`src/mcc_pkg.sv`:
```
// package for the morse code codec: job record, character codes and the code table
// no dependencies; imported by every module of the block

package mcc_pkg;

  localparam int MAX_SYMBOLS_DEF = 5;   // default depth of the decode symbol buffer
  localparam int JOB_FIFO_DEPTH  = 4;   // default depth of the front-to-back job queue
  localparam int TABLE_ROWS      = 27;  // A..Z and space
  localparam int PATTERN_MAX     = 4;   // longest pattern in the table
  localparam int ROW_W           = 5;
  localparam int LEN_W           = 3;

  localparam logic [ROW_W-1:0] ROW_SPACE = ROW_W'(26);

  localparam logic [7:0] CH_DOT   = 8'h2E;  // '.'
  localparam logic [7:0] CH_DASH  = 8'h2D;  // '-'
  localparam logic [7:0] CH_GAP   = 8'h24;  // '$'
  localparam logic [7:0] CH_END   = 8'h23;  // '#'
  localparam logic [7:0] CH_SPACE = 8'h20;  // ' '
  localparam logic [7:0] CH_UA    = 8'h41;  // 'A'
  localparam logic [7:0] CH_UZ    = 8'h5A;  // 'Z'
  localparam logic [7:0] CH_LA    = 8'h61;  // 'a'
  localparam logic [7:0] CH_LZ    = 8'h7A;  // 'z'
  localparam logic [7:0] CASE_OFS = 8'h20;  // lower to upper case distance

  localparam logic CMD_ENCODE = 1'b0;
  localparam logic CMD_DECODE = 1'b1;

  typedef enum logic [1:0] {
    JOB_ENC,   // emit the pattern of a row, then '#'
    JOB_DEC,   // emit the character of a row
    JOB_ERR    // emit one error result
  } job_kind_t;

  typedef struct packed {
    job_kind_t        kind;
    logic [ROW_W-1:0] row;
  } job_t;

  // pattern characters, first symbol in the top byte, unused bytes are spaces
  typedef struct packed {
    logic [LEN_W-1:0] len;
    logic [31:0]      pat;
  } code_entry_t;

  function automatic code_entry_t code_entry(input logic [ROW_W-1:0] row);
    code_entry_t e;
    case (row)
      5'd0:    e = '{len: 3'd2, pat: ".-  "};
      5'd1:    e = '{len: 3'd4, pat: "-..."};
      5'd2:    e = '{len: 3'd4, pat: "-.-."};
      5'd3:    e = '{len: 3'd3, pat: "-.. "};
      5'd4:    e = '{len: 3'd1, pat: ".   "};
      5'd5:    e = '{len: 3'd4, pat: "..-."};
      5'd6:    e = '{len: 3'd3, pat: "--. "};
      5'd7:    e = '{len: 3'd4, pat: "...."};
      5'd8:    e = '{len: 3'd2, pat: "..  "};
      5'd9:    e = '{len: 3'd4, pat: ".---"};
      5'd10:   e = '{len: 3'd3, pat: "-.- "};
      5'd11:   e = '{len: 3'd4, pat: ".-.."};
      5'd12:   e = '{len: 3'd2, pat: "--  "};
      5'd13:   e = '{len: 3'd2, pat: "-.  "};
      5'd14:   e = '{len: 3'd3, pat: "--- "};
      5'd15:   e = '{len: 3'd4, pat: ".--."};
      5'd16:   e = '{len: 3'd4, pat: "--.-"};
      5'd17:   e = '{len: 3'd3, pat: ".-. "};
      5'd18:   e = '{len: 3'd3, pat: "... "};
      5'd19:   e = '{len: 3'd1, pat: "-   "};
      5'd20:   e = '{len: 3'd3, pat: "..- "};
      5'd21:   e = '{len: 3'd4, pat: "...-"};
      5'd22:   e = '{len: 3'd3, pat: ".-- "};
      5'd23:   e = '{len: 3'd4, pat: "-..-"};
      5'd24:   e = '{len: 3'd4, pat: "-.--"};
      5'd25:   e = '{len: 3'd4, pat: "--.."};
      5'd26:   e = '{len: 3'd2, pat: "$$  "};
      default: e = '{len: 3'd0, pat: 32'h0};
    endcase
    return e;
  endfunction

  function automatic logic [7:0] row_char(input logic [ROW_W-1:0] row);
    return (row < ROW_SPACE) ? (CH_UA + {3'b000, row}) : CH_SPACE;
  endfunction

endpackage

```
`src/mcc_front.sv`:
```
// front end of the morse code codec: accepts items, keeps the decode buffer and
// error latch, and queues one job per item that has results; depends on mcc_pkg

module mcc_front #(
  parameter int MAX_SYMBOLS = mcc_pkg::MAX_SYMBOLS_DEF
) (
  input  logic          clk,
  input  logic          rst_n,
  input  logic          in_valid,
  output logic          in_ready,
  input  logic          command,
  input  logic [7:0]    in_char,
  input  logic          start_of_message,
  input  logic          job_full,
  output logic          job_push,
  output mcc_pkg::job_t job_data
);
  import mcc_pkg::*;

  localparam int CNT_W = $clog2(MAX_SYMBOLS + 1);
  localparam int IDX_W = $clog2(MAX_SYMBOLS);

  logic             err_r, err_nxt;
  logic [CNT_W-1:0] cnt_r, cnt_nxt;
  logic [7:0]       buf_r [MAX_SYMBOLS];
  logic             buf_wr;

  logic             accept;
  logic             err_eff;
  logic [CNT_W-1:0] cnt_eff;
  logic [7:0]       uc;
  logic             hit;
  logic [ROW_W-1:0] hit_row;

  assign in_ready = !job_full;
  assign accept   = in_valid && !job_full;
  assign err_eff  = start_of_message ? 1'b0 : err_r;
  assign cnt_eff  = start_of_message ? '0 : cnt_r;
  assign uc       = (in_char inside {[CH_LA:CH_LZ]}) ? (in_char - CASE_OFS) : in_char;

  // pattern lookup over all table rows, only the first cnt_eff entries take part
  always_comb begin
    code_entry_t e;
    logic        same;
    hit     = 1'b0;
    hit_row = '0;
    for (int r = 0; r < TABLE_ROWS; r++) begin
      e    = code_entry(ROW_W'(r));
      same = (CNT_W'(e.len) == cnt_eff);
      for (int i = 0; i < PATTERN_MAX; i++) begin
        if (LEN_W'(i) < e.len && buf_r[i] != e.pat[8*(PATTERN_MAX-1-i) +: 8]) begin
          same = 1'b0;
        end
      end
      if (same && !hit) begin
        hit     = 1'b1;
        hit_row = ROW_W'(r);
      end
    end
  end

  always_comb begin
    err_nxt  = err_r;
    cnt_nxt  = cnt_r;
    buf_wr   = 1'b0;
    job_push = 1'b0;
    job_data = '{kind: JOB_ERR, row: '0};
    if (accept) begin
      err_nxt = err_eff;
      cnt_nxt = cnt_eff;
      if (err_eff) begin
        job_push = 1'b1;
      end else if (command == CMD_ENCODE) begin
        job_push = 1'b1;
        if (uc inside {[CH_UA:CH_UZ]}) begin
          job_data = '{kind: JOB_ENC, row: ROW_W'(uc - CH_UA)};
        end else if (uc == CH_SPACE) begin
          job_data = '{kind: JOB_ENC, row: ROW_SPACE};
        end
      end else if (in_char inside {CH_DOT, CH_DASH, CH_GAP}) begin
        if (cnt_eff == CNT_W'(MAX_SYMBOLS)) begin
          job_push = 1'b1;
        end else begin
          buf_wr  = 1'b1;
          cnt_nxt = cnt_eff + 1'b1;
        end
      end else begin
        job_push = 1'b1;
        if (in_char == CH_END && hit) begin
          job_data = '{kind: JOB_DEC, row: hit_row};
          cnt_nxt  = '0;
        end
      end
      if (job_push && job_data.kind == JOB_ERR) begin
        err_nxt = 1'b1;
        cnt_nxt = '0;
      end
    end
  end

  always_ff @(posedge clk) begin
    if (!rst_n) begin
      err_r <= 1'b0;
      cnt_r <= '0;
    end else begin
      err_r <= err_nxt;
      cnt_r <= cnt_nxt;
    end
  end

  always_ff @(posedge clk) begin
    if (buf_wr) begin
      buf_r[cnt_eff[IDX_W-1:0]] <= in_char;
    end
  end

  a_cnt_bound: assert property (@(posedge clk) disable iff (!rst_n)
    cnt_r <= CNT_W'(MAX_SYMBOLS))
    else $error("symbol count beyond buffer depth");

endmodule

```
`src/mcc_job_fifo.sv`:
```
// short job queue between the front and back ends of the morse code codec
// depends on mcc_pkg for the job record

module mcc_job_fifo #(
  parameter int DEPTH = mcc_pkg::JOB_FIFO_DEPTH
) (
  input  logic          clk,
  input  logic          rst_n,
  input  logic          push,
  input  mcc_pkg::job_t push_data,
  output logic          full,
  input  logic          pop,
  output logic          empty,
  output mcc_pkg::job_t head
);
  import mcc_pkg::*;

  localparam int PTR_W = (DEPTH > 1) ? $clog2(DEPTH) : 1;
  localparam int CNT_W = $clog2(DEPTH + 1);

  job_t             mem_r [DEPTH];
  logic [PTR_W-1:0] wr_ptr_r, wr_ptr_nxt;
  logic [PTR_W-1:0] rd_ptr_r, rd_ptr_nxt;
  logic [CNT_W-1:0] cnt_r, cnt_nxt;
  logic             do_push, do_pop;

  assign full    = (cnt_r == CNT_W'(DEPTH));
  assign empty   = (cnt_r == '0);
  assign head    = mem_r[rd_ptr_r];
  assign do_push = push && !full;
  assign do_pop  = pop && !empty;

  always_comb begin
    wr_ptr_nxt = wr_ptr_r;
    rd_ptr_nxt = rd_ptr_r;
    cnt_nxt    = cnt_r;
    if (do_push) begin
      wr_ptr_nxt = (wr_ptr_r == PTR_W'(DEPTH - 1)) ? '0 : wr_ptr_r + 1'b1;
    end
    if (do_pop) begin
      rd_ptr_nxt = (rd_ptr_r == PTR_W'(DEPTH - 1)) ? '0 : rd_ptr_r + 1'b1;
    end
    case ({do_push, do_pop})
      2'b10:   cnt_nxt = cnt_r + 1'b1;
      2'b01:   cnt_nxt = cnt_r - 1'b1;
      default: cnt_nxt = cnt_r;
    endcase
  end

  always_ff @(posedge clk) begin
    if (!rst_n) begin
      wr_ptr_r <= '0;
      rd_ptr_r <= '0;
      cnt_r    <= '0;
    end else begin
      wr_ptr_r <= wr_ptr_nxt;
      rd_ptr_r <= rd_ptr_nxt;
      cnt_r    <= cnt_nxt;
    end
  end

  always_ff @(posedge clk) begin
    if (do_push) begin
      mem_r[wr_ptr_r] <= push_data;
    end
  end

  a_no_overflow: assert property (@(posedge clk) disable iff (!rst_n)
    push |-> !full)
    else $error("job pushed into a full queue");

endmodule

```
`src/mcc_back.sv`:
```
// back end of the morse code codec: expands queued jobs into result transactions,
// one per cycle unless out_ready stalls them, through an output register; depends on mcc_pkg

module mcc_back (
  input  logic          clk,
  input  logic          rst_n,
  input  logic          job_empty,
  input  mcc_pkg::job_t job_head,
  output logic          job_pop,
  output logic          out_valid,
  input  logic          out_ready,
  output logic [7:0]    out_char,
  output logic          out_last,
  output logic          out_error
);
  import mcc_pkg::*;

  logic             busy_r, busy_nxt;
  job_t             job_r;
  logic [LEN_W-1:0] idx_r;
  logic             out_valid_r;
  logic [7:0]       out_char_r;
  logic             out_last_r;
  logic             out_error_r;

  logic             can_load, cur_ok, fire;
  job_t             cur_job;
  logic [LEN_W-1:0] idx;
  code_entry_t      ent;
  logic [7:0]       res_char;
  logic             res_last, res_error;

  assign can_load = !out_valid_r || out_ready;
  assign cur_job  = busy_r ? job_r : job_head;
  assign cur_ok   = busy_r || !job_empty;
  assign idx      = busy_r ? idx_r : '0;
  assign fire     = can_load && cur_ok;
  assign job_pop  = fire && !busy_r;
  assign ent      = code_entry(cur_job.row);

  always_comb begin
    res_char  = 8'h00;
    res_last  = 1'b1;
    res_error = 1'b0;
    case (cur_job.kind)
      JOB_ENC: begin
        if (idx < ent.len) begin
          res_last = 1'b0;
          case (idx[1:0])
            2'd0:    res_char = ent.pat[31:24];
            2'd1:    res_char = ent.pat[23:16];
            2'd2:    res_char = ent.pat[15:8];
            default: res_char = ent.pat[7:0];
          endcase
        end else begin
          res_char = CH_END;
        end
      end
      JOB_DEC: res_char = row_char(cur_job.row);
      default: res_error = 1'b1;
    endcase
  end

  assign busy_nxt = fire ? !res_last : busy_r;

  always_ff @(posedge clk) begin
    if (!rst_n) begin
      busy_r      <= 1'b0;
      out_valid_r <= 1'b0;
    end else begin
      busy_r <= busy_nxt;
      if (fire) begin
        out_valid_r <= 1'b1;
      end else if (can_load) begin
        out_valid_r <= 1'b0;
      end
    end
  end

  always_ff @(posedge clk) begin
    if (fire) begin
      job_r       <= cur_job;
      idx_r       <= idx + 1'b1;
      out_char_r  <= res_char;
      out_last_r  <= res_last;
      out_error_r <= res_error;
    end
  end

  assign out_valid = out_valid_r;
  assign out_char  = out_char_r;
  assign out_last  = out_last_r;
  assign out_error = out_error_r;

  a_err_form: assert property (@(posedge clk) disable iff (!rst_n)
    out_valid_r && out_error_r |-> out_char_r == 8'h00 && out_last_r)
    else $error("error result not a single zero result");

  a_busy_enc: assert property (@(posedge clk) disable iff (!rst_n)
    busy_r |-> job_r.kind == JOB_ENC)
    else $error("multi-result job that is not an encode");

  a_no_pop_busy: assert property (@(posedge clk) disable iff (!rst_n)
    job_pop |-> !busy_r && !job_empty)
    else $error("job taken while previous job still expanding");

endmodule

```
`src/morse_code_codec.sv`:
```
// top level of the morse code codec: front end, job queue and back end
// depends on mcc_pkg, mcc_front, mcc_job_fifo and mcc_back

// Encodes text to Morse and decodes Morse to text, one character per input
// transaction (in_tuser[0] = 0 encode, 1 decode; in_tuser[1] starts a message,
// clearing the error latch and the symbol buffer). The front end takes one input
// transaction per cycle whenever the job queue (FIFO_DEPTH entries) has room; the
// back end sends one result transaction per cycle unless out_tready stalls it. An
// encoded letter yields its pattern length plus one results, a space 3, a decoded
// '#' or an error 1, and a buffered decode symbol none. Sustained rate is therefore
// set by the back end's one-result-per-cycle output register.

module morse_code_codec #(
  parameter int MAX_SYMBOLS = mcc_pkg::MAX_SYMBOLS_DEF,
  parameter int FIFO_DEPTH  = mcc_pkg::JOB_FIFO_DEPTH
) (
  input  logic       clk,
  input  logic       rst_n,
  input  logic       in_tvalid,
  output logic       in_tready,
  input  logic [7:0] in_tdata,    // [7:0] in_char
  input  logic [1:0] in_tuser,    // [0] command, [1] start_of_message
  output logic       out_tvalid,
  input  logic       out_tready,
  output logic [7:0] out_tdata,   // [7:0] out_char
  output logic       out_tlast,
  output logic [0:0] out_tuser    // [0] error
);
  import mcc_pkg::*;

  logic job_push, job_full, job_pop, job_empty;
  job_t job_in, job_head;

  mcc_front #(
    .MAX_SYMBOLS (MAX_SYMBOLS)
  ) u_front (
    .clk              (clk),
    .rst_n            (rst_n),
    .in_valid         (in_tvalid),
    .in_ready         (in_tready),
    .command          (in_tuser[0]),
    .in_char          (in_tdata),
    .start_of_message (in_tuser[1]),
    .job_full         (job_full),
    .job_push         (job_push),
    .job_data         (job_in)
  );

  mcc_job_fifo #(
    .DEPTH (FIFO_DEPTH)
  ) u_fifo (
    .clk       (clk),
    .rst_n     (rst_n),
    .push      (job_push),
    .push_data (job_in),
    .full      (job_full),
    .pop       (job_pop),
    .empty     (job_empty),
    .head      (job_head)
  );

  mcc_back u_back (
    .clk       (clk),
    .rst_n     (rst_n),
    .job_empty (job_empty),
    .job_head  (job_head),
    .job_pop   (job_pop),
    .out_valid (out_tvalid),
    .out_ready (out_tready),
    .out_char  (out_tdata),
    .out_last  (out_tlast),
    .out_error (out_tuser[0])
  );

endmodule

```
`config.mk`:
```
export PLATFORM = sky130hd
export DESIGN_NAME = morse_code_codec
export DESIGN_NICKNAME = d
export VERILOG_FILES = /design/src/mcc_pkg.sv /design/src/mcc_front.sv /design/src/mcc_job_fifo.sv /design/src/mcc_back.sv /design/src/morse_code_codec.sv
export SDC_FILE = /design/constraint.sdc
export NUM_CORES = 1
export LEC_CHECK = 0
export BUFFER_PORTS_ARGS = -buffer_cell sky130_fd_sc_hd__buf_2
export CAP_MARGIN = 20
export CORE_MARGIN = 5
export CORE_UTILIZATION = 50
export DETAILED_ROUTE_END_ITERATION = 10
export GPL_TIMING_DRIVEN = 0
export HOLD_SLACK_MARGIN = 0.12
export PLACE_DENSITY = 0.64
export SLEW_MARGIN = 20
export SYNTH_ARGS = -nofsm -noshare
export SYNTH_HDL_FRONTEND = slang
export SYNTH_HIERARCHICAL = 1
export SYNTH_SLANG_ARGS = --single-unit
```
`constraint.sdc`:
```
create_clock -name clk -period 3.89 [get_ports clk]
set_input_delay 0 -clock clk [delete_from_list [all_inputs] [get_ports clk]]
set_output_delay 0 -clock clk [all_outputs]
set_load 0.03 [all_outputs]
```
==> results.cfg <==
[run_status]
status = finished clean

[critical_path]
required_ns = 3.99
cp_num_buf_inv = 2
endpoint_kind = flop
path_cells = buf_4 > mux4_2 > mux2i_4 > buf_4 > ha_1 > nor2_4 > nor3_1 > o32ai_2 > ha_1 > o311ai_0 > nand3_1 > a31oi_1 > o211ai_1
max_stage_delay_ns = 0.59
path_max_fanout = 7
crit_family = compound AO/OA/AOI/OAI gates
worstPathArrival_ns = 3.80
critPathSlowestCell = mux4_2
start_kind = flop
crit_type = flop to flop

[timing]
period_needed_ns = 3.70
drv_slew = 0
final.setup.worst_slack_ns = 0.186
tns_ns = 0
finalCritPeriodShare = 0.952
rsz0062_at_grt = no
tightest_slew_ns = 0.752
hold_viol_final = 0
finalSetupViolCount = 0
slew_headroom = 0.496
whs_ns = 0.308
fin_skew_ns = 0.0124
max_freq_mhz = 270

[yosys]
synthTopCellsByArea = edfxtp_1 (35%), ha_1 (6.2%), dfxtp_1 (4.5%), nand2_1 (3.0%), a21oi_1 (3.0%)
ys_seq_area_frac = 0.398
synth_top_area_share = 0.354
synth_top_area_cell = edfxtp_1
synth-edff-count = 79
synth.cell_area_um2 = 6710
synth_flop_cell = edfxtp_1
synth_area_per_cell_um2 = 10.1
ys_types = 100
syn-instance-count = 667
yosys_warnings = 6
synth-async-reset-ratio = 0
synth_fp_nets = 715
ys_ff_latch = 94

[grt]
gr-total-overflow = 0
first_global_vias = 5519
antenna_found_initial = 0
grt.total_usage = 0.231
grt_pass1_wl_mm = 29.3
grt_max_degree = 19

[finish]
multi_input_area_um2 = 3730
areaGrowthSynthToFinish_pct = 13.4
layout.nets = 773
layout_common_cells = edfxtp_1 (79), nand2_1 (54), nor2_1 (41), a21oi_1 (40), buf_2 (37)
post-route-util = 0.577
final-seq-area_um2 = 2670
antenna_cells = 0
drive_gt1_frac = 0.193
fillers = 1141
layout_commonest_cell = edfxtp_1

[detailed_routing]
final_antenna_net_count = 0
detail_route.first_pass.iterations = 9
routedWlPerCell_um = 20.2
via_per_inst = 6.47
drt_iter0_drc = 1077
wirelength_mm = 18.3
drc_errors = 0
vias = 5865

[job]
drv_cap = 0

[clock_tree]
root_buffer = clkbuf_16
insertion_delay_ns = 0.35
ctsHtreeMaxLevel = 3
cts_buffers = 9
cts_buffer_depth = 2
cts.clk_slew.worst_paths_ns = 0.08
cts_sinks = 94
cts_tree = done

[pwr]
p_per_area_nw_per_um2 = 563
p_leak_uw = 0.00267
ir_drop_mv = 0.334
p_total_uw = 4280

[floorplan]
die_area_um2 = 15800
die-width_um = 126
die_h_um = 126
rows = 42
core_area_um2 = 13200
start_util = 0.509
ios = 26

[hold_path]
hold_class = primary input to flop

[placement]
dp_hpwl_mm = 13.4
dp_slack_ns = -0.601
io_buffers = 23
globalplace.congestion = 0.972
per-stage QoR:
step                cells  area, µm²
floorplan             667       6710
global placement      866       7050
detailed placement    871       7110
CTS                   906       7590
global route          906       7610
finish                906       7610
path summary, 6_finish.rpt:
check             cells past startpoint                  end  slack (ns)               start
setup / recovery                     13   u_back/out_char[1]        0.19                flop
hold / removal                        3  u_front/buf_r[1][4]        0.31         in_tuser[1]
setup reg to reg                     13   u_back/out_char[1]        0.19                flop
hold reg to reg                       2   u_fifo/wr_ptr_r[1]        0.51  u_fifo/wr_ptr_r[1]
state kept, by name, summed over array words and instances, names as in the netlist, named ones only:
signal            flops
u_back/busy_r         1
u_back/idx_r          3
u_back/job_r          7
u_back/out_char       7
u_back/out_error      1
u_back/out_last       1
u_back/out_valid      1
u_fifo/cnt_r          3
u_fifo/mem_r         28
u_fifo/rd_ptr_r       2
u_fifo/wr_ptr_r       2
u_front/buf_r        32
u_front/cnt_r         3
u_front/err_r         1
final cells by class:
type,instances,share of cell area
Buffer,33,0.0312
Clock buffer,9,0.0296
Clock inverter,7,0.00822
Inverter,34,0.0171
Multi-Input combinational cell,505,0.490
Sequential cell,94,0.351
Tap cell,176,0.0289
Timing Repair Buffer,48,0.0436
kinds of logic (layout without fill, tap and decap cells):
group / Yosys count / count (layout) / synth area share
compound gates: 169 / 169 / 0.181
flops: 94 / 94 / 0.398
mux: 23 / 23 / 0.0554
xor+xnor: 7 / 7 / 0.00914
other cells: 1 / 1 / 0.000559
simple gates: 271 / 271 / 0.237
buf+inv: 68 / 131 / 0.0550
fa+ha+maj: 34 / 34 / 0.0645
cells in the mapped netlist, types with 5 or more instances:
library cell and n:
and2_1 10, mux2i_1 9, dfxtp_1 15, nor2_1 43, a211oi_1 12, buf_6 5
o221ai_1 6, nand4b_1 6, nor4b_1 5, o32ai_1 5, ha_1 33, nand3_1 31
nand2_1 54, o31ai_1 8, inv_1 31, a21oi_1 40, edfxtp_1 79, clkbuf_1 7
nand4_1 13, nor2b_1 13, buf_2 12, nand2b_1 8, o21ai_0 27, mux4_2 7
o211ai_1 7, a31oi_1 6, nor4_1 16, a21boi_0 5, nor3_1 19
power breakdown:
group / internal (µW) / leakage (µW) / switching [µW]
clock: 448 / 0.000146 / 411
sequential: 1320 / 0.000845 / 104
combinational: 743 / 0.00168 / 1260
total: 2510 / 0.00267 / 1770
worst min-delay path, cell delays in order:
cell and delay, ns:
buf_2 0.17, nor2b_4 0.22, nor4_2 0.09
what timing repair did:
action | 4_1_cts | 5_1_grt
endpoints found under the hold margin | 40 | 0
endpoints found under the setup margin | 7 | 11
hold buffers | 13 | 0
resized for setup | 4 | 4
pin swaps | 0 | 1
cloned | 0 | 0
setup buffers | 6 | 1
layer usage:
| layer | share of wire | routed length, µm | GRT usage | vias to the layer above |
|---|---|---|---|---|
| li1 | - | - | - | 2696 |
| met1 | 0.43 | 7970 | 0.325 | 2797 |
| met2 | 0.45 | 8250 | 0.345 | 344 |
| met3 | 0.10 | 1860 | 0.0703 | 28 |
| met4 | 0.014 | 254 | 0.0681 | 0 |
| met5 | 0 | 0 | 0 | - |
(Power assumes the default switching activity.)
